==> config.mk <==
export PLATFORM = sky130hd
export DESIGN_NAME = asr_envelope_amplifier_flat
export DESIGN_NICKNAME = d
export VERILOG_FILES = /design/src/rtl/asrenv_pkg.sv /design/src/rtl/asrenv_if.sv /design/src/rtl/asrenv_level.sv /design/src/rtl/asr_envelope_amplifier.sv /design/src/flat_wrapper.sv
export SDC_FILE = /design/constraint.sdc
export NUM_CORES = 1
export LEC_CHECK = 0
export BUFFER_PORTS_ARGS = -buffer_cell sky130_fd_sc_hd__clkbuf_2
export CORE_ASPECT_RATIO = 2
export CORE_MARGIN = 2
export CORE_UTILIZATION = 55
export DETAILED_ROUTE_END_ITERATION = 8
export PLACE_DENSITY = 0.77
export REMOVE_ABC_BUFFERS = 1
export SETUP_SLACK_MARGIN = 0.02
export SLEW_MARGIN = 20
export SYNTH_ARGS = -nofsm -noshare
export SYNTH_HDL_FRONTEND = slang
export SYNTH_SLANG_ARGS = --single-unit
==> constraint.sdc <==
create_clock -name clk_i -period 13.8 [get_ports clk_i]
set_input_delay 3.45 -clock clk_i [delete_from_list [all_inputs] [get_ports clk_i]]
set_output_delay 3.45 -clock clk_i [all_outputs]
set_load 0.005 [all_outputs]
==> src/rtl/asrenv_pkg.sv <==
// ----------------------------------------------------------------------------
// asrenv_pkg: shared types and constants of the ASR envelope amplifier
// Widths, full-scale level, step register reset values, register index codes
// and the configuration struct handed to the level tracker.
// ----------------------------------------------------------------------------
package asrenv_pkg;

  // Envelope level and step widths
  localparam int unsigned LevelW   = 19;
  localparam int unsigned StepW    = 19;
  localparam int unsigned SampleW  = 8;
  localparam int unsigned GainW    = 8;
  localparam int unsigned CfgIdxW  = 8;
  localparam int unsigned CfgDataW = 32;

  // Full scale is 0xFF in the top byte of the level
  localparam logic [LevelW-1:0] FullScale = LevelW'(32'hFF << 11);

  localparam logic [StepW-1:0] AttackStepRst  = StepW'(100);
  localparam logic [StepW-1:0] ReleaseStepRst = StepW'(3);

  // Configuration register indexes
  typedef enum logic [CfgIdxW-1:0] {
    RegAttackStep  = 8'd0,
    RegReleaseStep = 8'd1
  } asrenv_reg_e;

  // Step sizes currently in force
  typedef struct packed {
    logic [StepW-1:0] attack_step;
    logic [StepW-1:0] release_step;
  } asrenv_cfg_t;

endpackage

==> src/rtl/asrenv_if.sv <==
// ----------------------------------------------------------------------------
// asrenv interfaces: input, output and configuration channels
// Valid/ready channels; a word moves at a clock edge with valid and ready high.
// ----------------------------------------------------------------------------
interface asrenv_in_if;
  logic                                  valid;
  logic                                  ready;
  logic                                  gate_level;
  logic signed [asrenv_pkg::SampleW-1:0] sample_in;

  modport source (output valid, output gate_level, output sample_in, input ready);
  modport sink   (input valid, input gate_level, input sample_in, output ready);
endinterface

interface asrenv_out_if;
  logic                                  valid;
  logic                                  ready;
  logic signed [asrenv_pkg::SampleW-1:0] sample_out;

  modport source (output valid, output sample_out, input ready);
  modport sink   (input valid, input sample_out, output ready);
endinterface

interface asrenv_cfg_if;
  logic                                 valid;
  logic                                 ready;
  logic [asrenv_pkg::CfgIdxW-1:0]       index;
  logic [asrenv_pkg::CfgDataW-1:0]      data;

  modport source (output valid, output index, output data, input ready);
  modport sink   (input valid, input index, input data, output ready);
endinterface

==> src/rtl/asrenv_level.sv <==
// ----------------------------------------------------------------------------
// asrenv_level: envelope phase and level tracker
// Applies the gate, moves the level by at most one step per accepted word and
// hands out the top byte of the updated level as the gain for that word.
// ----------------------------------------------------------------------------
module asrenv_level (
  input  logic                              clk_i,
  input  logic                              rst_ni,
  input  logic                              step_i,
  input  logic                              gate_i,
  input  asrenv_pkg::asrenv_cfg_t           cfg_i,
  output logic [asrenv_pkg::GainW-1:0]      gain_o
);

  typedef enum logic [1:0] {
    PhAttack  = 2'd0,
    PhSustain = 2'd1,
    PhRelease = 2'd2
  } phase_e;

  phase_e                             phase_q, phase_d, phase_g;
  logic [asrenv_pkg::LevelW-1:0]      level_q, level_d;
  logic [asrenv_pkg::LevelW:0]        attack_sum;

  // Apply the gate: rise from release starts attack, low gate forces release
  always_comb begin
    if (gate_i) begin
      phase_g = (phase_q == PhRelease) ? PhAttack : phase_q;
    end else begin
      phase_g = PhRelease;
    end
  end

  assign attack_sum = {1'b0, level_q} + {1'b0, cfg_i.attack_step};

  // Advance the level for the phase in force
  always_comb begin
    phase_d = phase_g;
    level_d = level_q;
    case (phase_g)
      PhAttack: begin
        if (level_q >= asrenv_pkg::FullScale) begin
          phase_d = PhSustain;
        end else if (attack_sum > {1'b0, asrenv_pkg::FullScale}) begin
          level_d = asrenv_pkg::FullScale;
        end else begin
          level_d = attack_sum[asrenv_pkg::LevelW-1:0];
        end
      end
      PhRelease: begin
        if (level_q < cfg_i.release_step) begin
          level_d = '0;
        end else begin
          level_d = level_q - cfg_i.release_step;
        end
      end
      default: begin
        level_d = level_q;
      end
    endcase
  end

  // Hold state between words
  always_ff @(posedge clk_i or negedge rst_ni) begin
    if (!rst_ni) begin
      phase_q <= PhRelease;
      level_q <= '0;
    end else if (step_i) begin
      phase_q <= phase_d;
      level_q <= level_d;
    end
  end

  // Gain is the top byte of the level after this word's step
  assign gain_o = level_d[asrenv_pkg::LevelW-1 -: asrenv_pkg::GainW];

`ifndef NO_ASSERTIONS
  property p_level_in_range;
    @(posedge clk_i) disable iff (!rst_ni) level_q <= asrenv_pkg::FullScale;
  endproperty
  a_level_in_range: assert property (p_level_in_range)
    else $error("envelope level above full scale");

  property p_sustain_full;
    @(posedge clk_i) disable iff (!rst_ni)
      (phase_q == PhSustain) |-> (level_q == asrenv_pkg::FullScale);
  endproperty
  a_sustain_full: assert property (p_sustain_full)
    else $error("sustain entered below full scale");

  property p_gate_low_release;
    @(posedge clk_i) disable iff (!rst_ni)
      (step_i && !gate_i) |=> (phase_q == PhRelease);
  endproperty
  a_gate_low_release: assert property (p_gate_low_release)
    else $error("low gate did not force release");
`endif

endmodule

==> src/rtl/asr_envelope_amplifier.sv <==
// ----------------------------------------------------------------------------
// asr_envelope_amplifier: linear attack-sustain-release envelope on samples
// Shapes a stream of signed 8-bit samples with a gated linear envelope.
// ----------------------------------------------------------------------------
// Usage:
//   in_i  : one word per sample, carrying gate_level and sample_in.
//   out_o : one word per input word, carrying the shaped sample_out.
//   cfg_i : register writes (index 0 attack step, index 1 release step);
//           always ready, other indexes are ignored. Write only while idle.
// Timing:
//   Two register stages: the level update and gain capture, then the
//   8x8 multiply into the output register. The edge that takes an input
//   word loads stage 1; from there it moves into the output register,
//   which raises out_o.valid. One word is taken every cycle while out_o is taken.
//   The per-word level update (one add and compare) sets that rate.
// Stall:
//   When out_o is not taken, the output register holds its word and the
//   middle stage can still take one more input word before in_i drops ready.
// Reset:
//   Envelope starts in release at level zero; steps reset to 100 and 3.
// ----------------------------------------------------------------------------
module asr_envelope_amplifier (
  input  logic         clk_i,
  input  logic         rst_ni,
  asrenv_in_if.sink    in_i,
  asrenv_out_if.source out_o,
  asrenv_cfg_if.sink   cfg_i
);

  asrenv_pkg::asrenv_cfg_t              cfg_q;
  logic                                 in_fire;
  logic                                 s1_move;
  logic                                 s1_valid_q;
  logic                                 s1_neg_q;
  logic [asrenv_pkg::SampleW-1:0]       s1_mag_q;
  logic [asrenv_pkg::GainW-1:0]         s1_gain_q;
  logic [asrenv_pkg::GainW-1:0]         gain;
  logic [asrenv_pkg::SampleW-1:0]       mag;
  logic [asrenv_pkg::SampleW+asrenv_pkg::GainW-1:0] product;
  logic [asrenv_pkg::SampleW-1:0]       scaled;
  logic                                 out_valid_q;
  logic [asrenv_pkg::SampleW-1:0]       out_sample_q;

  // Configuration writes
  assign cfg_i.ready = 1'b1;

  always_ff @(posedge clk_i or negedge rst_ni) begin
    if (!rst_ni) begin
      cfg_q.attack_step  <= asrenv_pkg::AttackStepRst;
      cfg_q.release_step <= asrenv_pkg::ReleaseStepRst;
    end else if (cfg_i.valid) begin
      case (asrenv_pkg::asrenv_reg_e'(cfg_i.index))
        asrenv_pkg::RegAttackStep: begin
          cfg_q.attack_step <= cfg_i.data[asrenv_pkg::StepW-1:0];
        end
        asrenv_pkg::RegReleaseStep: begin
          cfg_q.release_step <= cfg_i.data[asrenv_pkg::StepW-1:0];
        end
        default: begin
          cfg_q <= cfg_q;
        end
      endcase
    end
  end

  // Pipeline handshake
  assign s1_move    = s1_valid_q && (!out_valid_q || out_o.ready);
  assign in_i.ready = !s1_valid_q || s1_move;
  assign in_fire    = in_i.valid && in_i.ready;

  asrenv_level u_level (
    .clk_i  (clk_i),
    .rst_ni (rst_ni),
    .step_i (in_fire),
    .gate_i (in_i.gate_level),
    .cfg_i  (cfg_q),
    .gain_o (gain)
  );

  // Magnitude of the sample; -128 gives 128
  assign mag = in_i.sample_in[asrenv_pkg::SampleW-1] ? 8'(-in_i.sample_in)
                                                     : 8'(in_i.sample_in);

  // Stage 1: capture sign, magnitude and gain
  always_ff @(posedge clk_i or negedge rst_ni) begin
    if (!rst_ni) begin
      s1_valid_q <= 1'b0;
    end else if (in_i.ready) begin
      s1_valid_q <= in_i.valid;
    end
  end

  always_ff @(posedge clk_i) begin
    if (in_fire) begin
      s1_neg_q  <= in_i.sample_in[asrenv_pkg::SampleW-1];
      s1_mag_q  <= mag;
      s1_gain_q <= gain;
    end
  end

  // Stage 2: scale the magnitude and restore the sign
  assign product = s1_mag_q * s1_gain_q;
  assign scaled  = product[asrenv_pkg::SampleW+asrenv_pkg::GainW-1 -: asrenv_pkg::SampleW];

  always_ff @(posedge clk_i or negedge rst_ni) begin
    if (!rst_ni) begin
      out_valid_q <= 1'b0;
    end else if (!out_valid_q || out_o.ready) begin
      out_valid_q <= s1_valid_q;
    end
  end

  always_ff @(posedge clk_i) begin
    if (s1_move) begin
      out_sample_q <= s1_neg_q ? 8'(-scaled) : scaled;
    end
  end

  assign out_o.valid      = out_valid_q;
  assign out_o.sample_out = out_sample_q;

endmodule
==> src/flat_wrapper.sv <==
// flat-port wrapper written by rule: the top's interface ports become plain ports
module asr_envelope_amplifier_flat 
  (clk_i, rst_ni, in_i_valid, in_i_gate_level, in_i_sample_in, in_i_ready, out_o_valid, out_o_sample_out, out_o_ready, cfg_i_valid, cfg_i_index, cfg_i_data, cfg_i_ready);
  asrenv_in_if in_i_i ();
  asrenv_out_if out_o_i ();
  asrenv_cfg_if cfg_i_i ();
  input  logic clk_i;
  input  logic rst_ni;
  input wire logic [$bits(in_i_i.valid)-1:0] in_i_valid;
  input wire logic [$bits(in_i_i.gate_level)-1:0] in_i_gate_level;
  input wire logic [$bits(in_i_i.sample_in)-1:0] in_i_sample_in;
  output wire logic [$bits(in_i_i.ready)-1:0] in_i_ready;
  output wire logic [$bits(out_o_i.valid)-1:0] out_o_valid;
  output wire logic [$bits(out_o_i.sample_out)-1:0] out_o_sample_out;
  input wire logic [$bits(out_o_i.ready)-1:0] out_o_ready;
  input wire logic [$bits(cfg_i_i.valid)-1:0] cfg_i_valid;
  input wire logic [$bits(cfg_i_i.index)-1:0] cfg_i_index;
  input wire logic [$bits(cfg_i_i.data)-1:0] cfg_i_data;
  output wire logic [$bits(cfg_i_i.ready)-1:0] cfg_i_ready;
  assign in_i_i.valid = in_i_valid;
  assign in_i_i.gate_level = in_i_gate_level;
  assign in_i_i.sample_in = in_i_sample_in;
  assign in_i_ready = in_i_i.ready;
  assign out_o_valid = out_o_i.valid;
  assign out_o_sample_out = out_o_i.sample_out;
  assign out_o_i.ready = out_o_ready;
  assign cfg_i_i.valid = cfg_i_valid;
  assign cfg_i_i.index = cfg_i_index;
  assign cfg_i_i.data = cfg_i_data;
  assign cfg_i_ready = cfg_i_i.ready;
  asr_envelope_amplifier u_core (.clk_i(clk_i), .rst_ni(rst_ni), .in_i(in_i_i), .out_o(out_o_i), .cfg_i(cfg_i_i));
endmodule
# --- After elaboration in Yosys (flattened, before gate mapping) ---
# Index checks and enable logic that the tools add are counted.
totals:
  ff_bits: 86
  latchBits: 0
  ramBits: 0
  mem_bits_ro: 0
  input_bits: 54
  output_inout_bits: 11
  word_cells: 46
  n_memories: 0
op_classes:
  addsub: 4
  mul: 1
  n_div: 0
  n_lt_le_gt_ge: 3
  n_eq_ne: 4
  shift: 0
  mux: 10
  n_bitwise: 0
  reduce_logical: 12
op_table:
  columns: ["operator", "count"]
  rows:
  - ["2-to-1 mux 19 bit", 3]
  - ["one-hot mux 19 bit (2 select lines)", 1]
  - ["adder 19 x 19 -> 20 bit", 1]
  - ["greater-than comparator 20 x 19 -> 1 bit (second input constant)", 1]
  - ["greater-or-equal comparator 19 bit (second input constant)", 1]
  - ["< comparator 19 bit", 1]
  - ["subtractor 19 bit", 1]
  - ["multiplier 8 x 8 -> 16 bit", 1]
  - ["negation 8 bit", 2]
  - ["== test 8 x 1 -> 1 bit (second input constant)", 1]
  - ["zero test 8 bit", 1]
  - ["2-to-1 mux 2 bit", 4]
  - ["2-to-1 mux 8 bit", 1]
  - ["2-to-1 mux 7 bit", 1]
  - ["== test 2 bit (second input constant)", 2]
  - ["AND reduction 2 bit", 2]
  - ["AND reduction 3 bit", 1]
  - ["logical AND 1 bit", 2]
  - ["zero test 1 bit", 2]
  - ["zero test 2 bit", 1]
  - ["logical OR 1 bit", 2]
  - ["inequality test 2 bit (second input constant)", 1]
  - ["nonzero test 2 bit", 1]

# --- Logic depth before layout (Yosys ltp) ---
# Gate-level depths: netlist of run 1.
depth:
  ltp_word: 6
  mapped_depth: 19
  depth_no_buf: 19

# --- By module ---
# From an unflattened synthesis of run 1, not the netlist that was laid out.
hier_totals:
  hier_cells: 825
  area_unflattened_um2: 8022.7
modules_own_cells:
  columns: ["mod", "n_inst", "cells_each", "area_each_um2", "seq_area_each_um2"]
  rows:
  - ["asr_envelope_amplifier", 1, 397, 4657.0, 1757.9]
  - ["asrenv_level", 1, 428, 3365.7, 500.5]

# --- Worst setup path after synthesis of run 1 ---
# No wires, ideal clock.
synth_path:
  kind: "input to output"
  startpoint: "input port out_o_ready"
  endpoint: "output port in_i_ready"
  t_arrival_ns: 3.629
  required_time_ns: 10.350
  slack_ns: 6.721
  stages: 1
  path_buffers: 0
  cell_sequence: "nand3b_1"
synth_via:
  elab_chain_len: 3
synth_lines:
  columns: ["element", "line", "source"]
  rows:
  - ["from (decl)", "flat_wrapper.sv:15", "input wire logic [$bits(out_o_i.ready)-1:0] out_o_ready;"]
  - ["logical OR 1 bit", "asr_envelope_amplifier.sv:67", "assign s1_move = s1_valid_q && (!out_valid_q || out_o.ready);"]
  - ["logical AND 1 bit", "asr_envelope_amplifier.sv:67", null]
  - ["logical OR 1 bit", "asr_envelope_amplifier.sv:68", "assign in_i.ready = !s1_valid_q || s1_move;"]
  - ["to (decl)", "flat_wrapper.sv:12", "output wire logic [$bits(in_i_i.ready)-1:0] in_i_ready;"]
# No other way between the ends.

# --- Worst setup path in the final report of run 1 ---
# Same ends and word-level chain as after synthesis.

==> run metrics, run 1 <==
P_leak=approximately 3.9 nW; most frequent CP cell=clkbuf_2; first-pass GRT wire length=31.4 mm; root buf cell=clkbuf_16; CTS Sinks=85; setup TNS=0 ns; Hold WC Path Type=flop to flop; DP HPWL=~15 mm; synthesized flop and latch total=85; Setup WS post-layout=6.49 ns; GRT Util Overall=27.0%; top cells by area, synth=dfrtp_1 (18%), ha_1 (12%), edfxtp_1 (9.7%), fa_1 (9.5%), mux2_2 (5.5%); largest net degree at the start of global routing=a little over 60; CTS hold repair buffers=0; element type at the critical path end=output pin; first-pass iteration count of the detailed router=5; diode count=0; NumNets Final=1,033; clock latency at the later pin of the worst-skew pair=approximately 0.35 ns; Multi-input gate area=just over 5000 um^2; antenna violations before repair=0; die height=between 150 and 200 um; DR vias=around 6,400; Setup violations, final=0; routed len/inst=between 15 and 20 um; Num CTS Buffers=9; status=completed; Syn Inst Count=roughly 800; DRC Markers=0; fmax=0.137 GHz; die area=15,100 um^2; drt total wl=18.9 mm; Place WS=~6.5 ns; die width=approximately 90 um; Yosys warning count=0; GR Overflow Total=0; worst rel slew slack=47.8%; final hold vios=0; Area Overhead vs Synth=9.40%; initial DRC count=approximately 290; ratio of cells with drive above 1 in the final layout=between 10% and 20%; Final Critical Period=~7.3 ns; Port Buffer Count=50; maximum vdd ir drop=0.000124 V; Std-Cell Rows=61; Fillers=between 1,000 and 1,500; synth unique cells=76; Critical Path RT=10.35 ns; Max stage delay on crit path=0.19 ns; slowest CP cell=nand3b_1; clk slew on worst S/H paths=approximately 0.06 ns; syn avg cell area=approximately 9.5 um^2; final worst-path cycle share=52.9%; post-route ant nets=0; Post-synth EDFFs=25; vias per cell=between 6 and 7; Post-CTS Setup Inserts=0; TritonCTS clock tree=yes; Synth Flop Type=dfrtp_1; R2R Setup Slk=about 8.1 ns; CP bufs+invs=2; CP delay by family, top=buffers and inverters; pwr/cell area=between 200 and 300 nW/um^2; Arr. time, crit path=3.86 ns; Post-synth top cells=inv_1 (84), ha_1 (73), nand2_1 (59), dfrtp_1 (55), and2_1 (53); top cell type's share of synthesized area=between 10% and 20%; Max H-tree Level=3; Slew @ Worst Pin=approximately 0.78 ns; Pins Over Slew Limit=0; CTS resizes=0; Setup CP Type=input port to output pin; Async S/R FF share, synth=a little over two thirds; RSZ-0062 raised after global routing=false; core area=roughly 14,000 um^2; MaxCap Viol Count=0; top-count cell post-synth=inv_1; Worst Skew=roughly 0.0087 ns; launching element type of the critical path=input port; Synth Cell Area=7760 um^2; area leader, netlist=dfrtp_1; vias in the first global route=approximately 6,600; Starting Density=a little under three fifths; IO Pins=65; worst-path fanout max=3; cell chain of the critical path=clkbuf_2, nand3b_1, clkbuf_2; Sequential cell area=~2300 um^2; sequential-to-total area share from yosys stat=29.1%; CTS Buffer Depth=2; RD Place Congestion=0.949
==> cell type report <==
| type | instances | area share, % |
|---|---|---|
| clock buffers | 11 | 2.74 |
| clock inverters | 5 | 0.427 |
| inverters | 85 | 3.76 |
| multi-input cells | 635 | 60.5 |
| flip-flops and latches | 85 | 26.6 |
| well taps | 189 | 2.78 |
| repair buffers | 53 | 3.21 |
==> layer usage <==
layer,global-route usage (%),up-vias,share of wire (%)
met5,0,-,0
met4,21.6,0,8.9
met3,3.63,105,3.1
met2,51.0,182,57
met1,24.5,3107,31
li1,-,3027,-
==> power by group <==
group / internal, mW / leakage [nW] / switching [mW]
Clock: 0.123 / 0.130 / 0.103
Combinational: 0.634 / 2.74 / 0.872
Sequential: 0.354 / 1.01 / 0.0653
Total: 1.11 / 3.88 / 1.04
==> flip-flops by register name, summed over array words and instances (netlist names) <==
| name | count |
|---|---|
| u_core.cfg_q | 38 |
| u_core.u_level.level_q | 19 |
| u_core.out_o.sample_out | 8 |
| u_core.s1_gain_q | 8 |
| u_core.s1_mag_q | 8 |
| u_core.out_o.valid | 1 |
| u_core.s1_neg_q | 1 |
| u_core.s1_valid_q | 1 |
| u_core.u_level.phase_q | 1 |
==> cell usage in the layout (no fill, tap or decap), types with 25 or more instances in the layout <==
cell / n
inv_1: 84
ha_1: 73
nand2_1: 59
dfrtp_1: 55
and2_1: 53
clkbuf_2: 50
nor2_1: 46
a21oi_1: 43
mux2_2: 38
o21ai_0: 37
fa_1: 37
xnor2_1: 26
edfxtp_1: 25
==> final timing paths <==
kind                                                    to  depth (start not counted)               start
max in group asynchronous                 u_core.cfg_q[16]                          2              rst_ni
worst max-delay path                            in_i_ready                          3         out_o_ready
worst min register to register          u_core.out_o.valid                          1   u_core.s1_valid_q
min in group asynchronous                  u_core.cfg_q[2]                          2              rst_ni
worst max register to register  u_core.out_o.sample_out[7]                         16  u_core.s1_mag_q[2]
worst min-delay path                    u_core.out_o.valid                          1   u_core.s1_valid_q
==> through the flow <==
stage / hold slack [ns] / util [%] / std cells / cell area [um^2] / power [mW]
floorplan: 0.449 / - / 805 / 7700 / 1.57
global placement: 0.471 / 59.5 / 1047 / 8210 / 1.89
detailed placement: 0.474 / 59.5 / 1047 / 8210 / 1.93
CTS: 0.493 / 61.4 / 1063 / 8480 / 2.16
global route: 0.511 / 61.5 / 1063 / 8490 / 2.39
finish: 0.486 / 61.5 / 1063 / 8490 / 2.15
==> logic make-up (layout without fill, tap and decap cells) <==
group	after synthesis	after routing	share of synthesized area [%]
AOI/OAI and AO/OA	191	191	17.1
xor gates and xnor gates	39	39	4.40
adders and majority gates	110	110	21.3
buffers and inverters	100	154	4.90
DFF	85	85	29.1
muxes	43	43	6.17
other	1	1	0.0483
and+or+nand+nor	251	251	17.0
(Power assumes the default switching activity.)
==> inputs of run 2 (changes only) <==
--- a/config.mk
+++ b/config.mk
@@ -5,6 +5,7 @@
 export SDC_FILE = /design/constraint.sdc
 export NUM_CORES = 1
 export LEC_CHECK = 0
+export ABC_AREA = 1
 export BUFFER_PORTS_ARGS = -buffer_cell sky130_fd_sc_hd__clkbuf_2
 export CORE_ASPECT_RATIO = 2
 export CORE_MARGIN = 2
==> constraint.sdc (replaced) <==
create_clock -name clk_i -period 7.3 [get_ports clk_i]
set_input_delay 1.825 -clock clk_i [delete_from_list [all_inputs] [get_ports clk_i]]
set_output_delay 1.825 -clock clk_i [all_outputs]
set_load 0.005 [all_outputs]
==> run 2 against run 1 <==
Against the previous run: synthesized cell count rose by 45%; global-route usage grew 0.65 points; utilization down 1.6 points; worst setup slack worse by 4.1 ns; die area grew 8.8%; clock skew is essentially flat; count of clock-buffer cells in the layout is 1 lower; sequential power rose by 100%; critical endpoint is now u_core.out_o.sample_out[5]; largest cell class unchanged.
==> run metrics, run 2 <==
root buf cell=clkbuf_16; element type at the critical path end=flop; Multi-input gate area=5140 um^2 (+0.15%); Critical Path RT=7.41 ns (-2.94 ns); clock latency at the later pin of the worst-skew pair=0.34 ns (about the same); Pins Over Slew Limit=0 (unchanged); Hold WC Path Type=flop to flop; cell chain of the critical path=nand2_1, fa_1, fa_1, inv_1, fa_1, fa_1, ha_1, a21oi_1, o21a_1, nand2_4, nand2_4, nand2_4, xnor2_1, nand2_1, nor2_1, nand3b_1, nand2_1, nand2_1, nand2_1, inv_1; Syn Inst Count=1,192 (+45%); vias in the first global route=7,716 (+16%); fmax=approximately 0.21 GHz; synthesized flop and latch total=85 (unchanged); Post-synth EDFFs=25 (unchanged); TritonCTS clock tree=yes; CTS hold repair buffers=0 (unchanged); MaxCap Viol Count=0 (unchanged); commonest non-fill, non-tap cell in the layout=nand2_1; Max H-tree Level=3 (unchanged); Worst Skew=0.00911 ns (+0.000372 ns); worst rel slew slack=33.9% (-14 points); Most flops, register=u_core.cfg_q; GRT Util Overall=27.7% (+0.65 points); top-count cell post-synth=nand2_1; Final Critical Period=4.87 ns; RSZ-0062 raised after global routing=false; setup TNS=0 ns (unchanged); die area=16,500 um^2 (+8.8%); top cells by area, synth=dfrtp_1 (16%), nand2_1 (16%), ha_1 (11%), inv_1 (11%), edfxtp_1 (8.9%); synth unique cells=47 (-38%); Pwr Total=4.53 mW (+110%); GR Overflow Total=0 (unchanged); Port Buffer Count=50 (unchanged); Synth Cell Area=8470 um^2 (+9.1%); DP HPWL=18.3 mm (+20%); initial DRC count=338 (+18%); clk slew on worst S/H paths=0.07 ns (about the same); top cell type's share of synthesized area=16.3% (-1.5 points); pwr/cell area=498 nW/um^2 (+97%); final hold vios=0 (unchanged); diode count=0 (unchanged); first-pass iteration count of the detailed router=5 (unchanged); RD Place Congestion=0.958 (+0.91%); final worst-path cycle share=66.7%; most frequent CP cell=nand2_1; CTS Sinks=85 (unchanged); max reg flops=38 (unchanged); CTS resizes=0 (unchanged); Sequential cell area=2260 um^2 (unchanged); most frequent cells in the layout=nand2_1 (354), inv_1 (242), ha_1 (73), o21ai_0 (64), nor2_1 (59); status=completed; launching element type of the critical path=flop; biggest regs=u_core.cfg_q x38, u_core.u_level.level_q x19; P_leak=5.19 nW (+34%); routed len/inst=15.3 um (-14%); die height=179 um (+4.3%); Std-Cell Rows=64 (+4.9%); NumNets Final=1,389 (+34%); largest net degree at the start of global routing=61 (unchanged); Num CTS Buffers=9 (unchanged); maximum vdd ir drop=0.000264 V (+110%); post-route ant nets=0 (unchanged); Post-synth top cells=nand2_1 (354), inv_1 (242), ha_1 (73), o21ai_0 (64), nor2_1 (59); worst-path fanout max=8 (+5); Arr. time, crit path=4.98 ns (+1.12 ns); syn avg cell area=7.10 um^2 (-25%); ratio of cells with drive above 1 in the final layout=9.43% (-4.8 points); die width=91.7 um (+4.2%); antenna violations before repair=0 (unchanged); DR vias=7,521 (+17%); Setup CP Type=flop to flop; Yosys warning count=0 (unchanged); drt total wl=21.9 mm (+16%); sequential-to-total area share from yosys stat=26.7% (-2.4 points); CTS Buffer Depth=2 (unchanged); slowest CP cell=fa_1; DRC Markers=0 (unchanged); Post-CTS Setup Inserts=0 (unchanged); Synth Flop Type=dfrtp_1; vias per cell=5.27 (-13%); Max stage delay on crit path=0.55 ns (+0.36 ns); Setup violations, final=0 (unchanged); area leader, netlist=dfrtp_1; Async S/R FF share, synth=70.6% (unchanged); core area=15,200 um^2 (+10%); Starting Density=55.7% (-0.54 points); IO Pins=65 (unchanged); Area Overhead vs Synth=7.52%; Fillers=1,458 (+22%); first-pass GRT wire length=35.6 mm (+13%); Slew @ Worst Pin=0.987 ns (+0.209 ns)
[run 2: worst paths after layout]
path,endpoint,start,slack [ns],cells past startpoint
max,u_core.out_o.sample_out[5],u_core.s1_gain_q[7],2.43,20
min,u_core.cfg_q[9],u_core.cfg_q[9],0.49,2
max reg2reg,u_core.out_o.sample_out[5],u_core.s1_gain_q[7],2.43,20
min reg2reg,u_core.cfg_q[9],u_core.cfg_q[9],0.49,2
max in group asynchronous,u_core.u_level.level_q[15],rst_ni,5.13,2
min in group asynchronous,u_core.cfg_q[26],rst_ni,1.64,2
[run 2: metal layers]
metal	up-vias	part of all wire, %	GRT usage (%)
met5	-	0	0
met4	0	11	24.7
met3	111	2.7	3.52
met2	198	55	53.4
met1	3451	31	23.2
li1	3761	-	-
[run 2: power breakdown]
part	internal, mW	total (mW)	switching (mW)
logic	1.23	3.26	2.03
clock network	0.229	0.418	0.189
registers	0.693	0.855	0.163
total	2.15	4.53	2.38
[run 2: logic make-up (layout without fill, tap and decap cells)]
kind of cell	after synthesis	in the layout	share of synthesized area, %
AOI/OAI and AO/OA	148	148	10.0
xor gates and xnor gates	29	29	3.18
adders and majority gates	110	110	19.5
buffers and inverters	274	312	12.6
DFF	85	85	26.7
other	1	1	0.0443
and+or+nand+nor	545	545	28.0
[run 2: worst max-delay path, delay by kind of cell (launching register included)]
family,cells,cell delay [ns]
AO/OA/AOI/OAI,2,0.45
AND/OR/NAND/NOR,10,0.93
flip-flops,1,0.52
buffers and inverters,2,0.10
adder cells (fa/ha/maj),5,2.41
XOR/XNOR,1,0.22
[run 2: final cells by class]
class | instances | share of cell area [%]
inverters | 243 | 10.0
flip-flops and latches | 85 | 24.8
repair buffers | 53 | 3.00
clock buffers | 10 | 2.51
clock inverters | 6 | 0.440
multi-input cells | 833 | 56.5
well taps | 198 | 2.72
[run 2: per-stage QoR]
stage / cells / hold WS (ns) / area [um^2] / utilization, % / setup slack [ns]
after floorplan: 1161 / 0.447 / 8320 / - / 2.88
after global placement: 1412 / 0.460 / 8840 / 58.1 / 2.49
after detailed placement: 1412 / 0.477 / 8840 / 58.1 / 2.42
after CTS: 1428 / 0.492 / 9100 / 59.8 / 2.41
after global routing: 1428 / 0.518 / 9100 / 59.8 / 2.10
final: 1428 / 0.487 / 9100 / 59.8 / 2.43
